**src/rtl/core/brsc_pkg.sv**
```systemverilog
// ----------------------------------------------------------------------------
// brsc_pkg
// types, field widths and codes shared by the bitmap block
// ----------------------------------------------------------------------------
`default_nettype none

package brsc_pkg;

  localparam int WORD_BITS_DEF = 64;
  localparam int NUM_WORDS_DEF = 64;

  localparam int FUNC_W   = 2;
  localparam int START_W  = 12;
  localparam int COUNT_W  = 13;
  localparam int POS_W    = 13;
  localparam int STATUS_W = 2;
  localparam int CFG_W    = 7;

  localparam int S_TDATA_W = 32;
  localparam int M_TDATA_W = 16;

  localparam logic [CFG_W-1:0] WIU_RESET = 7'd64;

  typedef enum logic [FUNC_W-1:0] {
    FN_SET       = 2'd0,
    FN_CLEAR     = 2'd1,
    FN_FIND_ZERO = 2'd2,
    FN_FIND_ONE  = 2'd3
  } func_t;

  typedef enum logic [STATUS_W-1:0] {
    ST_OK        = 2'd0,
    ST_NOT_FOUND = 2'd1,
    ST_RANGE     = 2'd2
  } status_t;

  typedef enum logic [2:0] {
    S_CLEAR,
    S_IDLE,
    S_LOCATE,
    S_SCAN,
    S_RESULT
  } state_t;

  typedef enum logic [1:0] {
    RK_OK,
    RK_RANGE,
    RK_MISS,
    RK_HIT
  } res_kind_t;

  typedef struct packed {
    logic      clr_step;
    logic      load;
    logic      locate_step;
    logic      scan;
    logic      res_load;
    res_kind_t res_kind;
    logic      emit;
  } ctrl_cmd_t;

  typedef struct packed {
    logic clr_last;
    logic in_find;
    logic in_range_err;
    logic in_zero;
    logic is_find;
    logic loc_done;
    logic ptr_exhausted;
    logic stage_hit;
    logic scan_done;
    logic out_free;
  } dp_stat_t;

endpackage

`default_nettype wire

```
**src/rtl/core/brsc_ctrl.sv**
```systemverilog
// ----------------------------------------------------------------------------
// brsc_ctrl
// request sequencer: clearing pass, locate, word scan and result hand-off
// ----------------------------------------------------------------------------
`default_nettype none

module brsc_ctrl
  import brsc_pkg::*;
(
  input  wire logic      clk,
  input  wire logic      rst,
  input  wire logic      in_valid,
  output logic           in_ready,
  input  wire dp_stat_t  stat,
  output ctrl_cmd_t      cmd
);

  state_t state;
  state_t state_next;

  always_ff @(posedge clk) begin
    if (rst) begin
      state <= S_CLEAR;
    end else begin
      state <= state_next;
    end
  end

  always_comb begin
    state_next = state;
    case (state)
      S_CLEAR: begin
        if (stat.clr_last) state_next = S_IDLE;
      end
      S_IDLE: begin
        if (in_valid) begin
          if (stat.in_range_err || (!stat.in_find && stat.in_zero)) begin
            state_next = S_RESULT;
          end else begin
            state_next = S_LOCATE;
          end
        end
      end
      S_LOCATE: begin
        if (stat.loc_done) state_next = stat.ptr_exhausted ? S_RESULT : S_SCAN;
      end
      S_SCAN: begin
        if (stat.stage_hit || stat.scan_done) state_next = S_RESULT;
      end
      S_RESULT: begin
        if (stat.out_free) state_next = S_IDLE;
      end
      default: state_next = S_IDLE;
    endcase
  end

  always_comb begin
    cmd      = '0;
    in_ready = 1'b0;
    case (state)
      S_CLEAR: begin
        cmd.clr_step = 1'b1;
      end
      S_IDLE: begin
        in_ready = 1'b1;
        if (in_valid) begin
          cmd.load = 1'b1;
          if (stat.in_range_err) begin
            cmd.res_load = 1'b1;
            cmd.res_kind = RK_RANGE;
          end else if (!stat.in_find && stat.in_zero) begin
            cmd.res_load = 1'b1;
            cmd.res_kind = RK_OK;
          end
        end
      end
      S_LOCATE: begin
        cmd.locate_step = 1'b1;
        if (stat.loc_done && stat.ptr_exhausted) begin
          cmd.res_load = 1'b1;
          cmd.res_kind = stat.is_find ? RK_MISS : RK_OK;
        end
      end
      S_SCAN: begin
        cmd.scan = 1'b1;
        if (stat.stage_hit) begin
          cmd.res_load = 1'b1;
          cmd.res_kind = RK_HIT;
        end else if (stat.scan_done) begin
          cmd.res_load = 1'b1;
          cmd.res_kind = stat.is_find ? RK_MISS : RK_OK;
        end
      end
      S_RESULT: begin
        cmd.emit = stat.out_free;
      end
      default: begin
        cmd = '0;
      end
    endcase
  end

endmodule

`default_nettype wire

```
**src/rtl/core/brsc_dpath.sv**
```systemverilog
// ----------------------------------------------------------------------------
// brsc_dpath
// bitmap memory, word pointer, per-word mask/search stage and result registers
// ----------------------------------------------------------------------------
`default_nettype none

module brsc_dpath
  import brsc_pkg::*;
#(
  parameter int WORD_BITS = WORD_BITS_DEF,
  parameter int NUM_WORDS = NUM_WORDS_DEF
) (
  input  wire logic               clk,
  input  wire logic               rst,
  input  wire logic               cfg_we,
  input  wire logic [CFG_W-1:0]   cfg_wdata,
  input  wire func_t              in_func,
  input  wire logic [START_W-1:0] in_start,
  input  wire logic [COUNT_W-1:0] in_count,
  input  wire ctrl_cmd_t          cmd,
  output dp_stat_t                stat,
  input  wire logic               out_ready,
  output logic                    out_valid,
  output logic [POS_W-1:0]        out_pos,
  output status_t                 out_status
);

  localparam int TOTAL_BITS = NUM_WORDS * WORD_BITS;
  localparam int TB_W       = $clog2(TOTAL_BITS + 1) + 1;
  localparam int BIT_W      = (TB_W > 14) ? TB_W : 14;
  localparam int ADDR_W     = (NUM_WORDS > 1) ? $clog2(NUM_WORDS) : 1;
  localparam int WIDX_W     = $clog2(NUM_WORDS + 1);
  localparam int WCMP_W     = (WIDX_W > CFG_W) ? WIDX_W : CFG_W;
  localparam int OFF_W      = $clog2(WORD_BITS + 1);
  localparam int IDX_W      = $clog2(WORD_BITS);

  localparam logic [BIT_W-1:0]  TOTAL_V = BIT_W'(TOTAL_BITS);
  localparam logic [BIT_W-1:0]  WB_V    = BIT_W'(WORD_BITS);
  localparam logic [ADDR_W-1:0] LAST_A  = ADDR_W'(NUM_WORDS - 1);

  logic [WORD_BITS-1:0] mem [NUM_WORDS];

  logic [CFG_W-1:0]     words_in_use;
  logic [ADDR_W-1:0]    clr_addr;

  func_t                func_q;
  logic [START_W-1:0]   start_q;
  logic [BIT_W-1:0]     end_q;
  logic [BIT_W-1:0]     stop_q;
  logic [BIT_W-1:0]     limit_q;

  logic [ADDR_W-1:0]    ptr_addr;
  logic [BIT_W-1:0]     ptr_base;

  logic                 stage_vld;
  logic [ADDR_W-1:0]    stage_addr;
  logic [BIT_W-1:0]     stage_base;
  logic [WORD_BITS-1:0] rdata;

  logic [BIT_W-1:0]     res_pos;
  status_t              res_status;

  logic [WCMP_W-1:0]    wiu_ext;
  logic [WCMP_W-1:0]    eff_words;
  logic [BIT_W-1:0]     limit_calc;
  logic [BIT_W-1:0]     in_end;
  logic                 in_find;
  logic                 is_find;
  logic                 want;
  logic [BIT_W-1:0]     start_ext;
  logic                 adv;
  logic                 issue;
  logic                 loc_step;

  logic [OFF_W-1:0]     lo;
  logic [OFF_W-1:0]     hi;
  logic [OFF_W-1:0]     hi_eff;
  logic [WORD_BITS-1:0] rng;
  logic [WORD_BITS-1:0] cand;
  logic [WORD_BITS-1:0] wmask;
  logic [WORD_BITS-1:0] lowest;
  logic [IDX_W-1:0]     hit_idx;
  logic [IDX_W-1:0]     j_idx;
  logic                 stage_hit;
  logic [BIT_W-1:0]     hit_pos;

  logic                 mem_we;
  logic [ADDR_W-1:0]    mem_waddr;
  logic [WORD_BITS-1:0] mem_wdata;
  logic                 out_free;

  // request decode and limits
  assign wiu_ext    = WCMP_W'(words_in_use);
  assign eff_words  = (wiu_ext > WCMP_W'(NUM_WORDS)) ? WCMP_W'(NUM_WORDS) : wiu_ext;
  assign limit_calc = BIT_W'(eff_words) * WB_V;
  assign in_end     = BIT_W'(in_start) + BIT_W'(in_count);
  assign in_find    = (in_func == FN_FIND_ZERO) || (in_func == FN_FIND_ONE);
  assign is_find    = (func_q == FN_FIND_ZERO) || (func_q == FN_FIND_ONE);
  assign want       = (func_q == FN_FIND_ONE);
  assign start_ext  = BIT_W'(start_q);

  // word pointer: walks to the word holding start, then issues reads
  assign adv      = ((ptr_base + WB_V) <= start_ext) && (ptr_base < stop_q);
  assign issue    = (ptr_base < stop_q) && !stage_hit;
  assign loc_step = cmd.locate_step && adv;

  always_ff @(posedge clk) begin
    if (rst) begin
      words_in_use <= WIU_RESET;
    end else if (cfg_we) begin
      words_in_use <= cfg_wdata;
    end
  end

  always_ff @(posedge clk) begin
    if (rst) begin
      clr_addr <= '0;
    end else if (cmd.clr_step) begin
      clr_addr <= clr_addr + ADDR_W'(1);
    end
  end

  always_ff @(posedge clk) begin
    if (cmd.load) begin
      func_q  <= in_func;
      start_q <= in_start;
      end_q   <= in_end;
      limit_q <= limit_calc;
      stop_q  <= in_find ? limit_calc : in_end;
    end
  end

  always_ff @(posedge clk) begin
    if (cmd.load) begin
      ptr_addr <= '0;
      ptr_base <= '0;
    end else if (loc_step || (cmd.scan && issue)) begin
      ptr_addr <= ptr_addr + ADDR_W'(1);
      ptr_base <= ptr_base + WB_V;
    end
  end

  always_ff @(posedge clk) begin
    if (rst) begin
      stage_vld <= 1'b0;
    end else begin
      stage_vld <= cmd.scan && issue;
    end
  end

  always_ff @(posedge clk) begin
    if (cmd.scan && issue) begin
      stage_addr <= ptr_addr;
      stage_base <= ptr_base;
    end
  end

  // memory: one registered read, one write per cycle
  always_ff @(posedge clk) begin
    if (cmd.scan && issue) begin
      rdata <= mem[ptr_addr];
    end
  end

  always_ff @(posedge clk) begin
    if (mem_we) begin
      mem[mem_waddr] <= mem_wdata;
    end
  end

  // per-word window: offsets counted from the msb of the word
  always_comb begin
    lo     = (start_ext > stage_base) ? OFF_W'(start_ext - stage_base) : '0;
    hi     = (end_q >= (stage_base + WB_V)) ? OFF_W'(WORD_BITS) : OFF_W'(end_q - stage_base);
    hi_eff = is_find ? OFF_W'(WORD_BITS) : hi;
    for (int j = 0; j < WORD_BITS; j++) begin
      rng[j]                 = (OFF_W'(j) >= lo) && (OFF_W'(j) < hi_eff);
      cand[j]                = rng[j] && (rdata[WORD_BITS-1-j] == want);
      wmask[WORD_BITS-1-j]   = rng[j];
    end
  end

  // lowest candidate offset: isolate the lowest set bit, then encode
  assign lowest = cand & (~cand + WORD_BITS'(1));

  always_comb begin
    hit_idx = '0;
    j_idx   = '0;
    for (int j = 0; j < WORD_BITS; j++) begin
      j_idx = IDX_W'(j);
      for (int k = 0; k < IDX_W; k++) begin
        hit_idx[k] = hit_idx[k] | (lowest[j] & j_idx[k]);
      end
    end
  end

  assign stage_hit = stage_vld && is_find && (|cand);
  assign hit_pos   = stage_base + BIT_W'(hit_idx);

  always_comb begin
    mem_we    = 1'b0;
    mem_waddr = stage_addr;
    mem_wdata = (func_q == FN_SET) ? (rdata | wmask) : (rdata & ~wmask);
    if (cmd.clr_step) begin
      mem_we    = 1'b1;
      mem_waddr = clr_addr;
      mem_wdata = '0;
    end else if (stage_vld && !is_find) begin
      mem_we = 1'b1;
    end
  end

  // pending result and output register
  always_ff @(posedge clk) begin
    if (cmd.res_load) begin
      case (cmd.res_kind)
        RK_OK: begin
          res_pos    <= '0;
          res_status <= ST_OK;
        end
        RK_RANGE: begin
          res_pos    <= '0;
          res_status <= ST_RANGE;
        end
        RK_MISS: begin
          res_pos    <= limit_q;
          res_status <= ST_NOT_FOUND;
        end
        RK_HIT: begin
          res_pos    <= hit_pos;
          res_status <= ST_OK;
        end
        default: begin
          res_pos    <= '0;
          res_status <= ST_OK;
        end
      endcase
    end
  end

  assign out_free = !out_valid || out_ready;

  always_ff @(posedge clk) begin
    if (rst) begin
      out_valid <= 1'b0;
    end else if (cmd.emit) begin
      out_valid <= 1'b1;
    end else if (out_ready) begin
      out_valid <= 1'b0;
    end
  end

  always_ff @(posedge clk) begin
    if (cmd.emit) begin
      out_pos    <= res_pos[POS_W-1:0];
      out_status <= res_status;
    end
  end

  always_comb begin
    stat               = '0;
    stat.clr_last      = (clr_addr == LAST_A);
    stat.in_find       = in_find;
    stat.in_range_err  = !in_find && (in_end > TOTAL_V);
    stat.in_zero       = (in_count == '0);
    stat.is_find       = is_find;
    stat.loc_done      = !adv;
    stat.ptr_exhausted = (ptr_base >= stop_q);
    stat.stage_hit     = stage_hit;
    stat.scan_done     = !stage_vld && (ptr_base >= stop_q);
    stat.out_free      = out_free;
  end

endmodule

`default_nettype wire

```
**src/rtl/core/bitmap_range_set_clear_find.sv**
```systemverilog
// ----------------------------------------------------------------------------
// bitmap_range_set_clear_find
// bitmap store with range set/clear and first-zero / first-one search
// ----------------------------------------------------------------------------
// The block holds NUM_WORDS words of WORD_BITS bits in one memory; bit 0 is
// the msb of word 0. Each input item is one request: set or clear a run of
// bit_count bits from start_bit, or search upward from start_bit for the first
// 0 or 1 within the first words_in_use words. Every item gives exactly one
// result item. After reset a clearing pass writes zeros to the memory, one
// word per cycle, so the input is held off (tready low) until the pass is done.
// Requests run one at a time: after the accept, the pointer steps one word per
// cycle up to the word holding start_bit, then the scan handles one word per
// cycle with a read stage ahead of the mask/search stage, and the result is
// then handed to the output register. A rejected range or a zero-length run
// skips the locate and scan steps and goes straight to the result.
// The output register lets a new item in while the previous result waits.
// ----------------------------------------------------------------------------
`default_nettype none

module bitmap_range_set_clear_find
  import brsc_pkg::*;
#(
  parameter int WORD_BITS = WORD_BITS_DEF,   // bits per memory word
  parameter int NUM_WORDS = NUM_WORDS_DEF    // words in the bitmap
) (
  input  wire logic                 clk,
  input  wire logic                 rst,

  // words_in_use register, written whenever cfg_we is high
  input  wire logic                 cfg_we,
  input  wire logic [CFG_W-1:0]     cfg_wdata,

  // request stream
  input  wire logic                 s_axis_tvalid,
  output logic                      s_axis_tready,
  input  wire logic [S_TDATA_W-1:0] s_axis_tdata,  // start_bit[11:0], bit_count[24:12]
  input  wire logic [FUNC_W-1:0]    s_axis_tuser,  // func[1:0]

  // result stream
  output logic                      m_axis_tvalid,
  input  wire logic                 m_axis_tready,
  output logic [M_TDATA_W-1:0]      m_axis_tdata,  // position[12:0]
  output logic [STATUS_W-1:0]       m_axis_tuser   // status[1:0]
);

  ctrl_cmd_t          cmd;
  dp_stat_t           stat;
  func_t              in_func;
  logic [START_W-1:0] in_start;
  logic [COUNT_W-1:0] in_count;
  logic [POS_W-1:0]   out_pos;
  status_t            out_status;

  // unpack the request fields
  assign in_func  = func_t'(s_axis_tuser);
  assign in_start = s_axis_tdata[START_W-1:0];
  assign in_count = s_axis_tdata[START_W+COUNT_W-1:START_W];

  // sequencer: clearing pass, locate, scan, result hand-off
  brsc_ctrl u_ctrl (
    .clk      (clk),
    .rst      (rst),
    .in_valid (s_axis_tvalid),
    .in_ready (s_axis_tready),
    .stat     (stat),
    .cmd      (cmd)
  );

  // memory, pointer, per-word stage and output register
  brsc_dpath #(
    .WORD_BITS (WORD_BITS),
    .NUM_WORDS (NUM_WORDS)
  ) u_dpath (
    .clk        (clk),
    .rst        (rst),
    .cfg_we     (cfg_we),
    .cfg_wdata  (cfg_wdata),
    .in_func    (in_func),
    .in_start   (in_start),
    .in_count   (in_count),
    .cmd        (cmd),
    .stat       (stat),
    .out_ready  (m_axis_tready),
    .out_valid  (m_axis_tvalid),
    .out_pos    (out_pos),
    .out_status (out_status)
  );

  // pack the result, zero fill to the 16-bit tdata width
  assign m_axis_tdata = M_TDATA_W'(out_pos);
  assign m_axis_tuser = out_status;

endmodule

`default_nettype wire

```
**config.mk**
```make
export PLATFORM = sky130hd
export DESIGN_NAME = bitmap_range_set_clear_find
export DESIGN_NICKNAME = d
export VERILOG_FILES = /design/src/rtl/core/brsc_pkg.sv /design/src/rtl/core/brsc_ctrl.sv /design/src/rtl/core/brsc_dpath.sv /design/src/rtl/core/bitmap_range_set_clear_find.sv
export SDC_FILE = /design/constraint.sdc
export NUM_CORES = 2
export LEC_CHECK = 0
export BUFFER_PORTS_ARGS = -buffer_cell sky130_fd_sc_hd__buf_2
export CAP_MARGIN = 10
export CORE_MARGIN = 2
export CORE_UTILIZATION = 53
export CTS_CLUSTER_SIZE = 14
export DETAILED_ROUTE_END_ITERATION = 8
export PLACE_DENSITY = 0.71
export REMOVE_ABC_BUFFERS = 1
export SLEW_MARGIN = 25
export SYNTH_ARGS = -nofsm -noshare
export SYNTH_HDL_FRONTEND = slang
export SYNTH_SLANG_ARGS = --single-unit
```
**constraint.sdc**
```tcl
create_clock -name clk -period 13.8 [get_ports clk]
set_input_delay 0 -clock clk [delete_from_list [all_inputs] [get_ports clk]]
set_output_delay 0 -clock clk [all_outputs]
set_load 0.005 [all_outputs]
```
==> impl_metrics.yaml <==
clock_tree:
  cts_resized: 0
  clk_latency_ns: 1.01
  post_cts_buffers: 0
  htreeDepth: 5
  numCtsBuffers: 421
  cts_tree: "done"
  root_buffer: "clkbuf_16"
  hold_buffers: 75
  clkTransAtPathRegs_ns: 0.06
  cts.sinks: 4285
  cts_buffer_depth: 4
yosys:
  ys_seq_area_frac: 0.762
  muxShareOfSynthArea: 0.184
  synth_compound_gate_area_share: 0.0150
  synth_largest_area_cell: "edfxtp_1"
  ys_top_cells_by_area: "edfxtp_1 (76%), mux4_2 (18%), clkbuf_1 (0.59%)"
  ys.flop_type: "edfxtp_1"
  synthAdderAreaFrac: 0.00339
  synth-edff-count: 4253
  avgSynthCellArea_um2: 22.9
  synth_top_area_share: 0.758
  synth_top_family_by_area: "multiplexers"
  netlist_instances: 7342
  ys_ff_latch: 4285
  syn_area_um2: 168000
  yosys.area_share.simple: 0.0207
  netlist-cell-type-count: 108
  async_flop_share: 0
  synth-xor-area-share: 0.00483
  yosysWarnings: 0
placed_design:
  port-buffer-count: 55
  place_area_um2: 176000
  gp_congestion: 0.994
  dp_hpwl_um: 253000
final_layout:
  nets: 7865
  post-route-util: 0.602
  drive_gt1_frac: 0.301
  fin_area_um2: 191000
  fillers: 21200
  area_growth_pct: 13.4
timing:
  slew_viol_final: 0
  hold_viol_final: 0
  setup_viol: 0
  fmax_mhz: 138
  period_share: 0.524
  relSlewSlack: 0.202
  period_needed_ns: 7.23
  fin_skew_ns: 0.0837
  tightestPinTransition_ns: 1.19
  whs_ns: 0.115
  rsz0062_at_grt: "false"
flow_run:
  drv_cap: 0
critical_path:
  arrival_ns: 7.79
  cp-end-kind: "register"
  cp-start-kind: "register"
  worstPathRequired_ns: 14.36
  r2r_cells: 17
  critPathMaxFanout: 72
  critPathKind: "reg -> reg"
die:
  rows: 207
  die_h_um: 568
  die_area_um2: 322000
  num_io_pins: 66
  initial_core_util: 0.531
  die_width_um: 568
  core_um2: 317000
global_routing:
  overflow: 0
  grt_max_degree: 151
  grt_pass1_wl_um: 651000
  antenna_found_initial: 24
  gr-usage-all-layers: 0.291
  grt_pass1_vias: 82700
route:
  wl_per_cell_um: 38.3
  vias_per_cell: 6.87
  wirelength_um: 471000
  postRouteAntennaNets: 1
  vias: 84600
  drc: 0
  drt_iter0_drc: 14200
  first_pass_iters: 9
status:
  status: "complete, but fails checks"
  violations: "antenna rules"
hold_path:
  hold_depth: 3
  hold_class: "in -> reg"
power:
  ir_drop_mv: 0.114
  p_total_mw: 25.9
  p_leak_nw: 51.3
  pwr_density_cell_nw_per_um2: 135
[state kept, by name (all words and copies together), names as in the netlist]
| signal | flops |
|---|---|
| u_dpath.out_valid | 1 |
| u_dpath.res_pos | 13 |
| u_dpath.wiu_ext | 7 |
| u_dpath.out_pos | 13 |
| u_dpath.out_status | 2 |
| u_ctrl.state | 3 |
| u_dpath.stage_base | 8 |
| u_dpath.rdata | 64 |
| u_dpath.func_q | 2 |
| u_dpath.ptr_addr | 6 |
| u_dpath.stage_addr | 6 |
| u_dpath.start_q | 12 |
| u_dpath.stop_q | 14 |
| u_dpath.limit_q | 7 |
| u_dpath.end_q | 14 |
| u_dpath.mem | 4096 |
| u_dpath.res_status | 2 |
| u_dpath.ptr_base | 8 |
| u_dpath.clr_addr | 6 |
| u_dpath.stage_vld | 1 |
[per-layer routing]
| layer | vias up | wire length [µm] | global-route usage |
|---|---|---|---|
| li1 | 32400 | - | - |
| met1 | 45200 | 176000 | 0.422 |
| met2 | 6069 | 220000 | 0.442 |
| met3 | 938 | 56000 | 0.0609 |
| met4 | 20 | 19200 | 0.106 |
| met5 | - | 159 | 0.00104 |
[final timing paths]
check | startpoint | to | slack, ns
worst max-delay path | u_dpath.stage_base[8]$_DFFE_PP_ | u_dpath.rdata[56]$_DFFE_PP_ | 6.57
worst min-delay path | s_axis_tdata[12] | u_dpath.end_q[0]$_DFFE_PP_ | 0.12
worst max register to register | u_dpath.stage_base[8]$_DFFE_PP_ | u_dpath.rdata[56]$_DFFE_PP_ | 6.57
worst min register to register | u_dpath.res_pos[12]$_DFFE_PP_ | u_dpath.out_pos[12]$_DFFE_PP_ | 0.41
[synthesized netlist by cell type, drive strengths merged (6+ instances only)]
cell type,number
mux2i,67
nand2b,22
edfxtp,4253
ha,44
o22ai,14
nor3,52
xnor2,83
o21ai,95
a221oi,11
nand3,50
or2,13
nor2,224
mux4,1344
a21oi,81
and3,22
clkbuf,267
nand2,156
a31oi,13
o211ai,10
and2,20
nor3b,8
a32o,6
a21o,13
nand4,23
nand3b,12
o211a,6
mux2,6
dfxtp,32
or3,25
or4,10
a211oi,18
o31ai,8
inv,44
nor2b,22
xor2,10
a22oi,16
nor4,19
o21a,10
buf,123
a21boi,8
[power by group]
| part | switching [mW] | total [mW] | internal, mW | leakage (nW) |
|---|---|---|---|---|
| registers | 0.0267 | 14.2 | 14.2 | 31.5 |
| logic | 0.232 | 0.375 | 0.143 | 13.2 |
| clock network | 4.94 | 11.3 | 6.33 | 6.59 |
| total | 5.20 | 25.9 | 20.7 | 51.3 |
[layout by cell type, fill, tap and decap left out, types with 18 or more instances in the layout]
cell,Yosys,layout
edfxtp_1,4253,4253
mux4_2,1344,1344
clkbuf_16,0,422
buf_4,11,186
nand2_1,154,153
nor2_4,1,126
clkinv_1,0,101
nor2_1,220,95
clkbuf_1,265,91
o21ai_0,85,85
xnor2_1,83,83
dlygate4sd3_1,0,75
a21oi_1,77,73
clkinv_2,0,70
mux2i_1,67,67
buf_2,20,55
nand3_1,50,50
nor3_1,49,47
ha_1,44,44
inv_1,44,43
buf_12,0,39
bufinv_16,0,34
buf_16,0,31
dfxtp_1,32,26
or3_1,24,24
and3_1,22,22
nand4_1,22,22
nand2b_1,21,21
nor2b_1,22,20
and2_1,20,19
nor4_1,18,18
a211oi_1,18,18
clkinv_16,0,18
[cells by family (layout without fill, tap and decap cells)]
family / count (synthesis) / in the layout
simple gates: 698 / 698
mux: 1417 / 1417
xor+xnor: 93 / 93
compound gates: 369 / 369
flops: 4285 / 4285
buf+inv: 434 / 1210
fa+ha+maj: 45 / 45
other cells: 1 / 17
[layout make-up]
class | count | area [µm²] | share of cell area
well taps | 4180 | 5230 | 0.0274
diodes | 14 | 35.0 | 0.000183
clock buffers | 520 | 11000 | 0.0576
inverters | 44 | 165 | 0.000865
repair buffers | 397 | 4180 | 0.0219
flip-flops and latches | 4285 | 128000 | 0.672
multi-input cells | 2625 | 39400 | 0.206
clock inverters | 249 | 2580 | 0.0135
[critical path, stage by stage, from the launching register on]
cell      delay [ns]
edfxtp_1        0.43
inv_1           0.16
nor4_1          0.36
nand4_1         0.16
xor2_1          0.17
ha_1            0.32
a21oi_1         0.22
o21a_1          0.55
nand2_1         0.23
nor2_2          0.80
a221oi_1        0.38
nor3_1          0.42
nand4_1         0.38
or3b_1          0.48
buf_4           0.20
o211a_4         0.29
nor3_2          0.47
buf_6           0.66
[through the flow]
stage               TNS (ns)  setup WS (ns)  std cells
floorplan           -2153.23         -32.76       6954
CTS                        0           6.46      12300
finish                     0           6.57      12300
global route               0           6.26      12300
global placement           0           6.54      11400
detailed placement         0           6.49      11400
(Power assumes the default switching activity.)
